### src/rtl/salc_pkg.sv
// ----------------------------------------------------------------------------
// salc_pkg
// Shared constants, types and helpers for the set-associative LRU tag store.
// ----------------------------------------------------------------------------
package salc_pkg;

  localparam int MAX_SET_BITS = 8;
  localparam int MAX_WAYS     = 8;
  localparam int ADDR_W       = 64;
  localparam int OP_W         = 2;
  localparam int CNT_W        = 32;

  // configuration field widths
  localparam int SIB_W = 4;
  localparam int WIU_W = 4;
  localparam int OFF_W = 6;

  localparam int NUM_SETS = 1 << MAX_SET_BITS;
  localparam int SET_W    = MAX_SET_BITS;
  localparam int RANK_W   = (MAX_WAYS > 1) ? $clog2(MAX_WAYS) : 1;
  localparam int WCNT_W   = $clog2(MAX_WAYS + 1);
  localparam int SBE_W    = $clog2(MAX_SET_BITS + 1);
  localparam int SHAMT_W  = ((OFF_W > SBE_W) ? OFF_W : SBE_W) + 1;

  // APB register map
  localparam int NUM_REGS = 3;
  localparam int PADDR_W  = 4;
  localparam int PDATA_W  = 32;

  typedef enum logic [1:0] {
    REG_SET_INDEX_BITS    = 2'd0,
    REG_WAYS_IN_USE       = 2'd1,
    REG_BLOCK_OFFSET_BITS = 2'd2,
    REG_UNUSED            = 2'd3
  } reg_idx_t;

  typedef enum logic [OP_W-1:0] {
    OP_LOAD   = 2'd0,
    OP_STORE  = 2'd1,
    OP_MODIFY = 2'd2,
    OP_RSVD   = 2'd3
  } opcode_t;

  typedef struct packed {
    logic [SIB_W-1:0] set_index_bits;
    logic [WIU_W-1:0] ways_in_use;
    logic [OFF_W-1:0] block_offset_bits;
  } cfg_t;

  // one set: all ways side by side
  typedef struct packed {
    logic [MAX_WAYS-1:0]                valid;
    logic [MAX_WAYS-1:0][ADDR_W-1:0]    tag;
    logic [MAX_WAYS-1:0][RANK_W-1:0]    rank;
  } row_t;

  typedef struct packed {
    logic hit;
    logic miss;
    logic evict;
  } lk_flags_t;

  // state of a set after reset: nothing valid, rank equals way index
  function automatic row_t clear_row();
    row_t r;
    r = '0;
    for (int w = 0; w < MAX_WAYS; w++) begin
      r.rank[w] = RANK_W'(w);
    end
    return r;
  endfunction

  function automatic logic [CNT_W-1:0] sat_add(logic [CNT_W-1:0] cnt, logic [1:0] inc);
    logic [CNT_W:0] sum;
    sum = {1'b0, cnt} + (CNT_W+1)'(inc);
    return sum[CNT_W] ? {CNT_W{1'b1}} : sum[CNT_W-1:0];
  endfunction

endpackage

### src/rtl/salc_cfg.sv
// ----------------------------------------------------------------------------
// salc_cfg
// APB configuration registers: set index width, ways in use, offset width.
// ----------------------------------------------------------------------------
module salc_cfg (
  input  logic                          clk,
  input  logic                          rst,
  input  logic                          psel,
  input  logic                          penable,
  input  logic                          pwrite,
  input  logic [salc_pkg::PADDR_W-1:0]  paddr,
  input  logic [salc_pkg::PDATA_W-1:0]  pwdata,
  output logic [salc_pkg::PDATA_W-1:0]  prdata,
  output logic                          pready,
  output salc_pkg::cfg_t                cfg
);

  salc_pkg::reg_idx_t idx;
  logic               wr;

  assign idx    = salc_pkg::reg_idx_t'(paddr[salc_pkg::PADDR_W-1:2]);
  assign wr     = psel && penable && pwrite;
  assign pready = 1'b1;

  always_ff @(posedge clk) begin
    if (rst) begin
      cfg.set_index_bits    <= salc_pkg::SIB_W'(4);
      cfg.ways_in_use       <= salc_pkg::WIU_W'(1);
      cfg.block_offset_bits <= salc_pkg::OFF_W'(4);
    end else if (wr) begin
      case (idx)
        salc_pkg::REG_SET_INDEX_BITS:
          cfg.set_index_bits <= pwdata[salc_pkg::SIB_W-1:0];
        salc_pkg::REG_WAYS_IN_USE:
          cfg.ways_in_use <= pwdata[salc_pkg::WIU_W-1:0];
        salc_pkg::REG_BLOCK_OFFSET_BITS:
          cfg.block_offset_bits <= pwdata[salc_pkg::OFF_W-1:0];
        default: ;
      endcase
    end
  end

  always_comb begin
    case (idx)
      salc_pkg::REG_SET_INDEX_BITS:
        prdata = salc_pkg::PDATA_W'(cfg.set_index_bits);
      salc_pkg::REG_WAYS_IN_USE:
        prdata = salc_pkg::PDATA_W'(cfg.ways_in_use);
      salc_pkg::REG_BLOCK_OFFSET_BITS:
        prdata = salc_pkg::PDATA_W'(cfg.block_offset_bits);
      default:
        prdata = '0;
    endcase
  end

endmodule

### config.mk
export PLATFORM = sky130hd
export DESIGN_NAME = salc_cfg
export DESIGN_NICKNAME = d
export VERILOG_FILES = /design/src/rtl/salc_pkg.sv /design/src/rtl/salc_cfg.sv
export SDC_FILE = /design/constraint.sdc
export NUM_CORES = 1
export LEC_CHECK = 0
export BUFFER_PORTS_ARGS = -buffer_cell sky130_fd_sc_hd__buf_2
export CAP_MARGIN = 20
export CORE_ASPECT_RATIO = 1.25
export CORE_MARGIN = 1
export CORE_UTILIZATION = 39
export DETAILED_ROUTE_END_ITERATION = 10
export HOLD_SLACK_MARGIN = 0.12
export PLACE_DENSITY = 0.85
export SLEW_MARGIN = 40
export SYNTH_ARGS = -nofsm -noshare
export SYNTH_HDL_FRONTEND = slang
export SYNTH_SLANG_ARGS = --single-unit
### constraint.sdc
create_clock -name clk -period 2.1 [get_ports clk]
set_input_delay 0.525 -clock clk [delete_from_list [all_inputs] [get_ports clk]]
set_output_delay 0.525 -clock clk [all_outputs]
set_load 0.05 [all_outputs]
==> results.cfg <==
[synth]
synth_largest_area_cell = dfxtp_1
synthTopCellsByArea = dfxtp_1, buf_4, mux2i_1
ys_ff_latch = 14
seq_area_frac_synth_pct = 30.1
ys.warnings.count = 0
ys_types = 19
synth_top_area_share_pct = 30.1
netlist_area_um2 = 930
syn_inst = 105
syn_avg_cell_area_um2 = 8.85

[clock_tree]
post_cts_buffers = 0
post_cts_resized = 0
cts_tree = built
clkSinkCount = 14
numCtsBuffers = 3
cts.clk_slew.worst_paths_ps = 80
holdBufCountCts = 0
cts_htree_levels = 1
clock_latency_ps = 280
cts_buffer_depth = 2
root_buffer = clkbuf_4

[finish]
nFillCells = 228
postLayoutCoreUtil_pct = 46.5
fin_cells = 167
drive_gt1_share_pct = 28.7
largest_register_ffs = 14
nets = 178
diodes = 0
largest_register = cfg
largestRegisters = cfg: 14 flops
area_delta_synth_final_pct = 11.8
stdcell_area_um2 = 1040

[drt]
ant_nets = 0
drt_iter0_drc = 12
viasPerCell = 4.34
routed_wl_um = 1660
routedWlPerCell_um = 9.93
drc_errors = 0
dr.pass1.iters = 4
routed-via-count = 725

[place]
place_ws_ps = 193
dp.cells = 163
gp_congestion = 0.774
postPlaceCellArea_um2 = 1000
hpwl_um = 1360
io_buffers = 32

[global_routing]
grt_pass1_wl_um = 2680
grt_pass1_vias = 645
grt_usage_pct = 14.2
antenna_found_initial = 0
grt_max_degree = 23
overflow = 0

[die]
core_um2 = 2230
die_area_um2 = 2580
io_pins = 88
die_w_um = 45.7
rows = 19
start_util_pct = 41.6
die_y_um = 56.6

[worst_setup_path]
crit_chain = buf_2 -> and2b_1 -> nand2_1 -> o21ai_1 -> buf_2
cp_slowest_cell = buf_2
end_kind = primary output
cp_data_required_time_ps = 1570
reg2reg_depth = 2
critPathMaxStageDelay_ps = 270
cp_common_cell = buf_2
arrival_ps = 1370
critical_path.max_fanout = 9
worst-setup-path-type = in -> out
start_kind = input pin

[power_and_ir_drop]
p_sw_share_pct = 37.8
finalPower_mw = 0.649
clkPwrFrac_pct = 29.7
p_seq_share_pct = 41.8
ir_drop_mv = 0.311
p_switching_mw = 0.246
power_frac_comb_pct = 28.6
pwr_density_cell_nw_per_um2 = 624
leakagePower_nw = 0.549
intPower_mw = 0.403

[hold_path]
min_path_type = reg -> reg
whs_path_depth = 2

[job]
drv_cap = 0

[timing]
fin_ws_ps = 204
slew_viol_final = 0
holdWs_ps = 498
skew_ps = 0
timing.final.setup_violations = 0
rsz0062_at_grt = false
finalCriticalPeriod_ps = 1900
tns_ps = 0
period_share_pct = 90.3
finalHoldViolCount = 0
fmaxAchievable_mhz = 527

[status]
status = completed
-- cell type report --
class                   count  area [µm²]  share of cell area, %
clock buffers               4        36.3                   3.49
multi-input cells          85         517                   49.7
flip-flops and latches     14         280                   27.0
well taps                  31        38.8                   3.73
repair buffers             33         168                   16.1
-- routing by layer --
metal | share of wire [%] | track usage, % | vias to the layer above
met5 | 0 | 0 | -
met4 | 1.5 | 6.49 | 0
met3 | 8.8 | 2.25 | 4
met2 | 50 | 23.9 | 54
met1 | 39 | 16.9 | 319
li1 | - | - | 348
-- final timing paths --
path,from,slack (ps),end
max,paddr[2],200,prdata[3]
max reg2reg,cfg[2]$_SDFFE_PP1P_,1480,cfg[2]$_SDFFE_PP1P_
min,cfg[9]$_SDFFE_PP0P_,500,cfg[9]$_SDFFE_PP0P_
min reg2reg,cfg[9]$_SDFFE_PP0P_,500,cfg[9]$_SDFFE_PP0P_
-- Yosys cell counts (all sizes together) --
master,count
buf,28
dfxtp,14
nor3b,2
nand4,2
o21ai,4
nand3,1
nor2,5
conb,2
clkbuf,3
nor2b,1
nand2b,17
and2,2
nand2,4
mux2i,18
and2b,1
or3,1
-- cell families (layout without fill, tap and decap cells) --
kind of cell | count (synthesis) | count (layout) | share of synthesized area, %
AO/OA/AOI/OAI | 4 | 4 | 2.15
other | 2 | 27 | 0.808
AND/OR/NAND/NOR | 36 | 36 | 23.1
multiplexers | 18 | 18 | 19.4
flip-flops | 14 | 14 | 30.1
buffers and inverters | 31 | 37 | 24.4
-- cells in the final DEF, fill, tap and decap left out, types with 2 or more instances in the layout --
cell | Yosys | layout
nand2_1 | 4 | 4
dfxtp_1 | 14 | 14
nand4_1 | 2 | 2
nand2b_1 | 17 | 17
conb_1 | 2 | 27
and2_1 | 2 | 2
o21ai_1 | 0 | 4
buf_2 | 0 | 32
mux2i_1 | 18 | 18
nor2_1 | 5 | 5
clkbuf_4 | 0 | 3
-- power groups by stage --
stage | clock [mW] | sequential (mW) | combinational (mW)
global placement | 0 | 0.277 | 0.183
floorplan | 0 | 0.289 | 0.186
finish | 0.192 | 0.271 | 0.185
detailed placement | 0 | 0.278 | 0.185
global route | 0.208 | 0.272 | 0.196
CTS | 0.194 | 0.271 | 0.185
-- worst max-delay path, delay by kind of cell --
kind | cells | cell delay (ps)
buffers and inverters | 2 | 450
AND/OR/NAND/NOR | 2 | 320
AO/OA/AOI/OAI | 1 | 70
(Power assumes the default switching activity.)
