## src/rtl/salc_pkg.sv

```systemverilog
// ----------------------------------------------------------------------------
// salc_pkg
// Shared constants, types and helpers for the set-associative LRU tag store.
// ----------------------------------------------------------------------------
package salc_pkg;

  localparam int MAX_SET_BITS = 8;
  localparam int MAX_WAYS     = 8;
  localparam int ADDR_W       = 64;
  localparam int OP_W         = 2;
  localparam int CNT_W        = 32;

  // configuration field widths
  localparam int SIB_W = 4;
  localparam int WIU_W = 4;
  localparam int OFF_W = 6;

  localparam int NUM_SETS = 1 << MAX_SET_BITS;
  localparam int SET_W    = MAX_SET_BITS;
  localparam int RANK_W   = (MAX_WAYS > 1) ? $clog2(MAX_WAYS) : 1;
  localparam int WCNT_W   = $clog2(MAX_WAYS + 1);
  localparam int SBE_W    = $clog2(MAX_SET_BITS + 1);
  localparam int SHAMT_W  = ((OFF_W > SBE_W) ? OFF_W : SBE_W) + 1;

  // APB register map
  localparam int NUM_REGS = 3;
  localparam int PADDR_W  = 4;
  localparam int PDATA_W  = 32;

  typedef enum logic [1:0] {
    REG_SET_INDEX_BITS    = 2'd0,
    REG_WAYS_IN_USE       = 2'd1,
    REG_BLOCK_OFFSET_BITS = 2'd2,
    REG_UNUSED            = 2'd3
  } reg_idx_t;

  typedef enum logic [OP_W-1:0] {
    OP_LOAD   = 2'd0,
    OP_STORE  = 2'd1,
    OP_MODIFY = 2'd2,
    OP_RSVD   = 2'd3
  } opcode_t;

  typedef struct packed {
    logic [SIB_W-1:0] set_index_bits;
    logic [WIU_W-1:0] ways_in_use;
    logic [OFF_W-1:0] block_offset_bits;
  } cfg_t;

  // one set: all ways side by side
  typedef struct packed {
    logic [MAX_WAYS-1:0]                valid;
    logic [MAX_WAYS-1:0][ADDR_W-1:0]    tag;
    logic [MAX_WAYS-1:0][RANK_W-1:0]    rank;
  } row_t;

  typedef struct packed {
    logic hit;
    logic miss;
    logic evict;
  } lk_flags_t;

  // state of a set after reset: nothing valid, rank equals way index
  function automatic row_t clear_row();
    row_t r;
    r = '0;
    for (int w = 0; w < MAX_WAYS; w++) begin
      r.rank[w] = RANK_W'(w);
    end
    return r;
  endfunction

  function automatic logic [CNT_W-1:0] sat_add(logic [CNT_W-1:0] cnt, logic [1:0] inc);
    logic [CNT_W:0] sum;
    sum = {1'b0, cnt} + (CNT_W+1)'(inc);
    return sum[CNT_W] ? {CNT_W{1'b1}} : sum[CNT_W-1:0];
  endfunction

endpackage

```

## src/rtl/salc_lookup.sv

```systemverilog
// ----------------------------------------------------------------------------
// salc_lookup
// Parallel tag compare over one set, victim choice and LRU rank update.
// ----------------------------------------------------------------------------
module salc_lookup (
  input  salc_pkg::row_t              row,
  input  logic [salc_pkg::ADDR_W-1:0] tag,
  input  logic [salc_pkg::WIU_W-1:0]  ways_in_use,
  output salc_pkg::row_t              new_row,
  output salc_pkg::lk_flags_t         flags
);

  logic [salc_pkg::WCNT_W-1:0]   ways;
  logic [salc_pkg::MAX_WAYS-1:0] in_use;
  logic [salc_pkg::MAX_WAYS-1:0] match;
  logic [salc_pkg::MAX_WAYS-1:0] empty;
  logic [salc_pkg::RANK_W-1:0]   hit_way;
  logic [salc_pkg::RANK_W-1:0]   empty_way;
  logic [salc_pkg::RANK_W-1:0]   lru_way;
  logic [salc_pkg::RANK_W-1:0]   oldest;
  logic [salc_pkg::RANK_W-1:0]   chosen;
  logic [salc_pkg::RANK_W-1:0]   old_rank;
  logic                          any_hit;
  logic                          any_empty;

  always_comb begin
    if (ways_in_use == '0) begin
      ways = salc_pkg::WCNT_W'(1);
    end else if (int'(ways_in_use) > salc_pkg::MAX_WAYS) begin
      ways = salc_pkg::WCNT_W'(salc_pkg::MAX_WAYS);
    end else begin
      ways = salc_pkg::WCNT_W'(ways_in_use);
    end

    for (int w = 0; w < salc_pkg::MAX_WAYS; w++) begin
      in_use[w] = (w < int'(ways));
      match[w]  = in_use[w] && row.valid[w] && (row.tag[w] == tag);
      empty[w]  = in_use[w] && !row.valid[w];
    end
    any_hit   = |match;
    any_empty = |empty;

    // lowest-numbered matching and lowest-numbered free way
    hit_way   = '0;
    empty_way = '0;
    for (int w = salc_pkg::MAX_WAYS - 1; w >= 0; w--) begin
      if (match[w]) begin
        hit_way = salc_pkg::RANK_W'(w);
      end
      if (empty[w]) begin
        empty_way = salc_pkg::RANK_W'(w);
      end
    end

    oldest  = '0;
    lru_way = '0;
    for (int w = 0; w < salc_pkg::MAX_WAYS; w++) begin
      if (in_use[w] && row.rank[w] >= oldest) begin
        oldest  = row.rank[w];
        lru_way = salc_pkg::RANK_W'(w);
      end
    end

    if (any_hit) begin
      chosen = hit_way;
    end else if (any_empty) begin
      chosen = empty_way;
    end else begin
      chosen = lru_way;
    end

    new_row = row;
    if (!any_hit) begin
      new_row.valid[chosen] = 1'b1;
      new_row.tag[chosen]   = tag;
    end

    // touched way goes to rank zero, younger ways age by one
    old_rank = row.rank[chosen];
    for (int k = 0; k < salc_pkg::MAX_WAYS; k++) begin
      if (row.rank[k] < old_rank) begin
        new_row.rank[k] = row.rank[k] + 1'b1;
      end
    end
    new_row.rank[chosen] = '0;

    flags.hit   = any_hit;
    flags.miss  = !any_hit;
    flags.evict = !any_hit && !any_empty;
  end

endmodule

```

## config.mk

```make
export PLATFORM = sky130hd
export DESIGN_NAME = salc_lookup
export DESIGN_NICKNAME = d
export VERILOG_FILES = /design/src/rtl/salc_pkg.sv /design/src/rtl/salc_lookup.sv
export SDC_FILE = /design/constraint.sdc
export NUM_CORES = 2
export LEC_CHECK = 0
export BUFFER_PORTS_ARGS = -buffer_cell sky130_fd_sc_hd__buf_2
export CAP_MARGIN = 15
export CORE_AREA = 8 8 446 448
export DETAILED_ROUTE_END_ITERATION = 8
export DIE_AREA = 0 0 454 456
export GPL_ROUTABILITY_DRIVEN = 0
export GPL_TIMING_DRIVEN = 0
export PLACE_DENSITY = 0.34
export RECOVER_POWER = 100
export SETUP_SLACK_MARGIN = 0.4
export SYNTH_ARGS = -nofsm -noshare
export SYNTH_HDL_FRONTEND = slang
export SYNTH_SLANG_ARGS = --single-unit
```

## constraint.sdc

```tcl
create_clock -name vclk -period 19.5
set_input_delay 3.9 -clock vclk [all_inputs]
set_output_delay 3.9 -clock vclk [all_outputs]
set_load 0.05 [all_outputs]
```

==> results.toml <==
[critical_path]
startpoint = "row[0]"
cp-start-kind = "input pin"
crit_path_end = "new_row[380]"
worstSetupEndpointType = "output port"
path_class = "input pin to output port"
cpPeakStageDelay_ns = 0.71
critPathMaxFanout = 10
required_ns = 15.60
cp.arrival_ns = 15.25
critPathSlowestCell = "nor2_1"

[grt]
grt_pass1_vias = 27426
overflow = 0
grt_pass1_wl_mm = 372.9
grtUsageTotal_pct = 28.51
antenna_found_initial = 251
grt_max_degree = 11

[die]
floorplan.initialDensity_pct = 9.093
core_area_um2 = 191600
fp-row-count = 161
dieArea_um2 = 207000
dieHeight_um = 456
die_w_um = 454
ios = 1159

[min_path]
hold_class = "input pin to output port"

[timing]
post-route-min-period_ns = 19.15
finalHoldViolCount = 0
slew_headroom_pct = -40.85
worst_pin_slew_ns = 2.113
rsz0062_at_grt = "true"
clock.fmax_mhz = 52.23
fin_crit_sh_pct = 98.18
setup_violations = 0
slew_violations = 24

[final_layout]
seqCellArea_um2 = 0
multi_input_area_um2 = 16920
fillerInstances = 22306
final_common_cell = "buf_2"
stdcell_count = 6247
nets = 4212
drive_gt1_share_pct = 46.62
num-clock-buffers = 0
final_cell_mix = "buf_2 (720), mux2_2 (355), clkbuf_2 (323), clkbuf_1 (254), xor2_1 (202)"
area_growth_pct = 66.95
design.seq.count = 0

[drt]
drtIter0Drc = 4460
vias_per_cell = 4.870
ant_nets = 0
vias = 30423
wl_per_cell_um = 50.65
drc = 0
drtPass1Iterations = 7
wl_mm = 316.4

[placement]
place_inst = 6052
io_buffer_count = 1108
hpwl_mm = 268.3

[job]
drv_cap = 3

[logic_synthesis]
syn-num-nets = 2985
synth_top_area_share_pct = 25.73
synth_cell_type_count = 88
seq_area_frac_synth_pct = 0
synth_area_um2 = 17420
yosys_warnings = 0
ys_top_cells_by_area = "mux2_2 (26%), xor2_1 (10%), xnor2_1 (9.2%)"
synth_top_area_cell = "mux2_2"
syn_inst = 2342
synth_area_per_cell_um2 = 7.438

[clocking]
hold_buffers = 0

[run_status]
status = "complete, but fails checks"
violations = "capacitance limit, slew limit"
cells in the mapped netlist, drive strengths merged, types with 6 or more instances:
| cell type | n |
|---|---|
| nor4 | 138 |
| o22ai | 13 |
| o31ai | 11 |
| mux2i | 13 |
| ha | 31 |
| a2111oi | 11 |
| clkbuf | 120 |
| xor2 | 202 |
| nand3 | 40 |
| mux2 | 462 |
| a211oi | 9 |
| o21a | 9 |
| nand2b | 180 |
| o2111ai | 18 |
| nor2b | 71 |
| nor3 | 47 |
| o21ai | 96 |
| inv | 69 |
| nand2 | 124 |
| buf | 88 |
| nand4 | 143 |
| o41ai | 6 |
| or2 | 13 |
| or3 | 16 |
| a31oi | 12 |
| or4 | 26 |
| nand4b | 9 |
| a21oi | 31 |
| nor2 | 63 |
| xnor2 | 183 |
repair_timing:
action	CTS	global route
setup endpoints to repair	544	415
buffers inserted	13	28
pin swaps	16	47
gates resized for setup	88	87
worst max-delay path: cells and delay by family:
kind | cells | cell delay [ns]
buffers and inverters | 9 | 1.51
adder cells (fa/ha/maj) | 7 | 1.76
AO/OA/AOI/OAI | 24 | 4.18
AND/OR/NAND/NOR | 13 | 2.82
multiplexers | 3 | 1.00
routing by layer:
layer  vias to the layer above  wire length (um)  GRT usage [%]
li1                      11252                 -              -
met1                     15099            115800          32.54
met2                      3185            140500          44.61
met3                       828             33670          10.19
met4                        59             25900          18.91
met5                         -               545         0.7228
how the worst min path moves through the flow:
stage,from,cells after the start,endpoint
detailed placement,row[253],4,new_row[253]
global placement,row[479],4,new_row[479]
global route,row[527],4,new_row[527]
finish,row[527],4,new_row[527]
CTS,row[253],4,new_row[253]
floorplan,row[11],2,new_row[11]
metrics by stage:
stage	setup slack, ns	area, um^2	TNS [ns]	utilization, %	hold slack [ns]
4_1_cts	0.4096	28410	0	14.83	8.242
3_5_place_dp	-2.542	27970	-695.43	14.60	8.242
2_1_floorplan	0.4323	17490	0	-	8.042
6_report	0.3541	29080	0	15.18	8.259
5_1_grt	0.06053	28790	0	15.03	8.273
3_3_place_gp	-2.944	26200	-887.98	13.68	8.238
kinds of logic after synthesis:
group                      synth area share, %
and+or+nand+nor                          30.07
muxes                                    30.68
xor gates and xnor gates                 19.36
buffers and inverters                    6.873
AOI/OAI and AO/OA                        10.74
adders and majority gates                2.284
final cells by class:
class / count / share of cell area [%]
Timing Repair Buffer: 1225 / 25.08
Inverter: 70 / 0.9035
Multi-Input combinational cell: 2064 / 58.19
Tap cell: 2526 / 10.87
Buffer: 208 / 3.635
Antenna cell: 154 / 1.325
