===== src/rtl/salc_pkg.sv =====
// ----------------------------------------------------------------------------
// salc_pkg
// Shared constants, types and helpers for the set-associative LRU tag store.
// ----------------------------------------------------------------------------
package salc_pkg;

  localparam int MAX_SET_BITS = 8;
  localparam int MAX_WAYS     = 8;
  localparam int ADDR_W       = 64;
  localparam int OP_W         = 2;
  localparam int CNT_W        = 32;

  // configuration field widths
  localparam int SIB_W = 4;
  localparam int WIU_W = 4;
  localparam int OFF_W = 6;

  localparam int NUM_SETS = 1 << MAX_SET_BITS;
  localparam int SET_W    = MAX_SET_BITS;
  localparam int RANK_W   = (MAX_WAYS > 1) ? $clog2(MAX_WAYS) : 1;
  localparam int WCNT_W   = $clog2(MAX_WAYS + 1);
  localparam int SBE_W    = $clog2(MAX_SET_BITS + 1);
  localparam int SHAMT_W  = ((OFF_W > SBE_W) ? OFF_W : SBE_W) + 1;

  // APB register map
  localparam int NUM_REGS = 3;
  localparam int PADDR_W  = 4;
  localparam int PDATA_W  = 32;

  typedef enum logic [1:0] {
    REG_SET_INDEX_BITS    = 2'd0,
    REG_WAYS_IN_USE       = 2'd1,
    REG_BLOCK_OFFSET_BITS = 2'd2,
    REG_UNUSED            = 2'd3
  } reg_idx_t;

  typedef enum logic [OP_W-1:0] {
    OP_LOAD   = 2'd0,
    OP_STORE  = 2'd1,
    OP_MODIFY = 2'd2,
    OP_RSVD   = 2'd3
  } opcode_t;

  typedef struct packed {
    logic [SIB_W-1:0] set_index_bits;
    logic [WIU_W-1:0] ways_in_use;
    logic [OFF_W-1:0] block_offset_bits;
  } cfg_t;

  // one set: all ways side by side
  typedef struct packed {
    logic [MAX_WAYS-1:0]                valid;
    logic [MAX_WAYS-1:0][ADDR_W-1:0]    tag;
    logic [MAX_WAYS-1:0][RANK_W-1:0]    rank;
  } row_t;

  typedef struct packed {
    logic hit;
    logic miss;
    logic evict;
  } lk_flags_t;

  // state of a set after reset: nothing valid, rank equals way index
  function automatic row_t clear_row();
    row_t r;
    r = '0;
    for (int w = 0; w < MAX_WAYS; w++) begin
      r.rank[w] = RANK_W'(w);
    end
    return r;
  endfunction

  function automatic logic [CNT_W-1:0] sat_add(logic [CNT_W-1:0] cnt, logic [1:0] inc);
    logic [CNT_W:0] sum;
    sum = {1'b0, cnt} + (CNT_W+1)'(inc);
    return sum[CNT_W] ? {CNT_W{1'b1}} : sum[CNT_W-1:0];
  endfunction

endpackage


===== src/rtl/salc_split.sv =====
// ----------------------------------------------------------------------------
// salc_split
// Address split into set index and tag under the configured field widths.
// ----------------------------------------------------------------------------
module salc_split (
  input  logic [salc_pkg::ADDR_W-1:0] address,
  input  salc_pkg::cfg_t              cfg,
  output logic [salc_pkg::SET_W-1:0]  set_idx,
  output logic [salc_pkg::ADDR_W-1:0] tag
);

  logic [salc_pkg::SBE_W-1:0]   sbits;
  logic [salc_pkg::SHAMT_W-1:0] tag_sh;
  logic [salc_pkg::ADDR_W-1:0]  off_sh;
  logic [salc_pkg::ADDR_W-1:0]  set_mask;

  always_comb begin
    if (int'(cfg.set_index_bits) > salc_pkg::MAX_SET_BITS) begin
      sbits = salc_pkg::SBE_W'(salc_pkg::MAX_SET_BITS);
    end else begin
      sbits = salc_pkg::SBE_W'(cfg.set_index_bits);
    end

    if (int'(cfg.block_offset_bits) >= salc_pkg::ADDR_W) begin
      off_sh = '0;
    end else begin
      off_sh = address >> cfg.block_offset_bits;
    end
    set_mask = (salc_pkg::ADDR_W'(1) << sbits) - salc_pkg::ADDR_W'(1);
    set_idx  = salc_pkg::SET_W'(off_sh & set_mask);

    // tag is whatever lies above offset and set; nothing left reads as zero
    tag_sh = salc_pkg::SHAMT_W'(cfg.block_offset_bits) + salc_pkg::SHAMT_W'(sbits);
    if (int'(tag_sh) >= salc_pkg::ADDR_W) begin
      tag = '0;
    end else begin
      tag = address >> tag_sh;
    end
  end

endmodule


===== config.mk =====
export PLATFORM = sky130hd
export DESIGN_NAME = salc_split
export DESIGN_NICKNAME = d
export VERILOG_FILES = /design/src/rtl/salc_pkg.sv /design/src/rtl/salc_split.sv
export SDC_FILE = /design/constraint.sdc
export NUM_CORES = 1
export LEC_CHECK = 0
export BUFFER_PORTS_ARGS = -buffer_cell sky130_fd_sc_hd__buf_2
export CORE_MARGIN = 2
export CORE_UTILIZATION = 60
export DETAILED_ROUTE_END_ITERATION = 10
export MAX_ROUTING_LAYER = met4
export PLACE_DENSITY = 0.86
export SLEW_MARGIN = 20
export SYNTH_ARGS = -nofsm -noshare
export SYNTH_HDL_FRONTEND = slang
export SYNTH_SLANG_ARGS = --single-unit

===== constraint.sdc =====
create_clock -name vclk -period 8.85
set_clock_uncertainty 0.1 [all_clocks]
set_input_delay 0.885 -clock vclk [all_inputs]
set_output_delay 0.885 -clock vclk [all_outputs]
set_load 0.05 [all_outputs]

==> impl_table.tex <==
\begin{tabular}{lr}
\hline
Metric & Value \\
\hline
\multicolumn{2}{l}{\textbf{Floorplan}} \\
\quad Area enclosed by the die boundary & 13,100 sq um \\
\quad Area of the core & 12,000 sq um \\
\quad Num ports & 150 \\
\quad Cell Rows & 40 \\
\quad Chip Width & 114 microns \\
\quad Initial core utilization & 0.611 \\
\quad Die boundary height & 114 microns \\
\multicolumn{2}{l}{\textbf{Drt}} \\
\quad Drt first-iter violations & 1,142 \\
\quad Wirelength per Cell & 24.6 microns \\
\quad Aggregate routed wire length & 26.4 mm \\
\quad Antenna-violating nets left & 0 \\
\quad Total number of vias & 8,054 \\
\quad Length of the first detailed-routing pass in iterations & 5 \\
\quad DRC violation count after routing & 0 \\
\quad Number of vias per cell after detailed routing & 7.53 \\
\multicolumn{2}{l}{\textbf{Placed design}} \\
\quad Dpl ws & 2960 ps \\
\quad Number of placed instances, taps included & 1,070 \\
\quad Half-perimeter wire length after placement & 20.2 mm \\
\quad Final Wtd Congestion & 1.06 \\
\quad Number of input and output port buffers inserted & 146 \\
\multicolumn{2}{l}{\textbf{Logic synthesis}} \\
\quad Per-instance average area after synthesis & 8.55 sq um \\
\quad Sequential fraction of the synthesis area & 0 \\
\quad Number of distinct library cells after synthesis & 68 \\
\quad Synthesized cell area & 7310 sq um \\
\quad Mapped Nets & 940 \\
\quad Syn Inst Count & 855 \\
\quad YS warnings & 0 \\
\multicolumn{2}{l}{\textbf{Worst hold path}} \\
\quad Hold depth & 4 \\
\quad Endpoint with the worst hold slack & set\_idx[0] \\
\quad Startpoint of the worst hold path & cfg[10] \\
\quad Kind of path behind the tightest hold check & in -> out \\
\multicolumn{2}{l}{\textbf{Worst setup path}} \\
\quad Startpoint types & input pin \\
\quad Critical path's most frequent cell & sky130\_fd\_sc\_hd\_\_buf\_2 \\
\quad Data arrival time of the critical path & 5130 ps \\
\quad Crit path buf inv count & 4 \\
\quad Highest cell delay on the worst timing path & 780 ps \\
\quad Critical-path cell list & buf\_2, nor2\_1, ha\_1, inv\_1, fa\_2, nand2b\_1, a21o\_1, xnor2\_2, buf\_4, o21ai\_1, o22ai\_1, or3\_1, buf\_2 \\
\quad Critical Path Fanout Max & 23 \\
\quad Family of cells with the greatest summed delay on the critical path & compound AO/OA/AOI/OAI gates \\
\quad Crit. End Element & output port \\
\quad Critical Setup Path Class & in -> out \\
\quad Critical Path Slowest Stage Cell & sky130\_fd\_sc\_hd\_\_xnor2\_2 \\
\quad Worst endpoint required time & 7870 ps \\
\multicolumn{2}{l}{\textbf{Global routing}} \\
\quad Grt total ovfl & 0 \\
\quad Vias in the first global route & 7,361 \\
\quad Global-route wire length before repair & 40.5 mm \\
\quad Maximum number of pins on one net before global-route repair & 71 \\
\quad Number of antenna violations at the first check in global routing & 0 \\
\quad Overall Global Routing Usage & 0.403 \\
\multicolumn{2}{l}{\textbf{Final layout}} \\
\quad Clock buffer cells & 0 \\
\quad Layout overhead on the synthesized area & 6.85\% \\
\quad Seq. cell area & 0 sq um \\
\quad Number of cells in the finished layout apart from fillers & 1,070 \\
\quad Inserted Diodes & 0 \\
\quad Seq\_cells & 0 \\
\quad Ratio of cells with drive above 1 in the final layout & 0.340 \\
\quad Final layout net count & 1,010 \\
\multicolumn{2}{l}{\textbf{STA}} \\
\quad Fin crit period & 6120 ps \\
\quad Final critical-path share of the clock period & 0.691 \\
\quad Transition time of the tightest slew-check pin & 1210 ps \\
\quad Pins over their slew limit & 0 \\
\quad Maximum clock frequency & 163 MHz \\
\quad Worst hold-check slack & 2200 ps \\
\quad Hold Violations, Final & 0 \\
\quad Final setup violating endpoints & 0 \\
\quad Setup repair after global routing missed its margin & false \\
\quad Worst max-slew margin expressed relative to the limit & 0.185 \\
\quad PnR worst setup slack & 2730 ps \\
\quad Setup tns final & 0 ps \\
\multicolumn{2}{l}{\textbf{Power}} \\
\quad Worst vdd rail ir drop & 187 uV \\
\quad Power per unit of standard cell area & 156 nW/um\^{}2 \\
\quad Static leakage power & 3.34 nW \\
\multicolumn{2}{l}{\textbf{CTS}} \\
\quad CTS Hold Bufs & 0 \\
\quad Number of buffers inserted by post-CTS setup repair & 0 \\
\quad Post-cts repair resize count & 0 \\
\multicolumn{2}{l}{\textbf{Flow run}} \\
\quad Max Cap Viol & 0 \\
\multicolumn{2}{l}{\textbf{Status}} \\
\quad Run status & finished clean \\
\hline
\end{tabular}
through the flow:
step	power [mW]	area (sq um)	util
final	1.22	7810	0.653
after global routing	1.27	7810	0.653
after CTS	1.18	7800	0.652
after detailed placement	1.18	7800	0.652
after global placement	1.17	7790	0.651
after floorplan	0.922	7310	-
worst max-delay path by stage:
stage | slack, ps | startpoint | cells past startpoint | end
after global routing | 2550 | cfg[10] | 13 | tag[1]
after floorplan | 3160 | cfg[1] | 13 | tag[0]
final | 2730 | cfg[13] | 13 | tag[10]
after CTS | 2950 | cfg[13] | 12 | tag[1]
after global placement | 3040 | cfg[13] | 12 | tag[3]
after detailed placement | 2960 | cfg[13] | 12 | tag[1]
tightest hold or removal path, stage by stage:
cell and delay (ps):
sky130_fd_sc_hd__buf_2 130, sky130_fd_sc_hd__inv_1 90, sky130_fd_sc_hd__a221oi_1 90, sky130_fd_sc_hd__buf_2 210
cells by family (layout without fill, tap and decap cells):
kind of cell	after synthesis	in the layout	synth area share
multiplexers	261	261	0.540
AND/OR/NAND/NOR	261	261	0.157
AO/OA/AOI/OAI	207	207	0.196
adder cells (fa/ha/maj)	7	7	0.0130
buffers and inverters	112	180	0.0842
XOR/XNOR	7	7	0.00942
per-layer routing:
metal  global-route usage  part of all wire  wire, microns  up-vias
met5                    -                 0              0        -
met4               0.0976             0.033            874        0
met2                0.637              0.46          12200      637
li1                     -                 -              -     3484
met1                0.545              0.38          10000     3833
met3               0.0672              0.12           3270      100
placed cells by master (no fill, tap or decap), drive strengths merged, types with 17 or more instances in the layout:
cell type / count
o21ai: 37
mux2: 53
mux4: 100
a21oi: 43
nand2: 126
inv: 26
and2: 17
buf: 154
mux2i: 108
nor2: 61
o211ai: 19
synth_stat cells, drive strengths merged, types with 14 or more instances:
master	n	area [sq um]
nand2	126	483
mux2i	108	1080
inv	26	97.6
clkbuf	29	109
o211ai	19	143
and2	17	106
a21oi	43	215
nor2	61	229
mux2	53	597
nor3	14	70.1
nand3	15	75.1
o21ai	37	189
buf	57	409
mux4	100	2270
final cells by class:
cell class                 instances  area [sq um]
inverter                          26          97.6
multi-input combinational        743          6730
fill                            1064          4150
timing repair buffer             154           793
tap                              147           184
report_power, final:
group          internal (mW)  switching (mW)
Clock                      0               0
Sequential                 0               0
Combinational          0.413           0.803
Note: power is estimated with default switching activity, not from simulation.
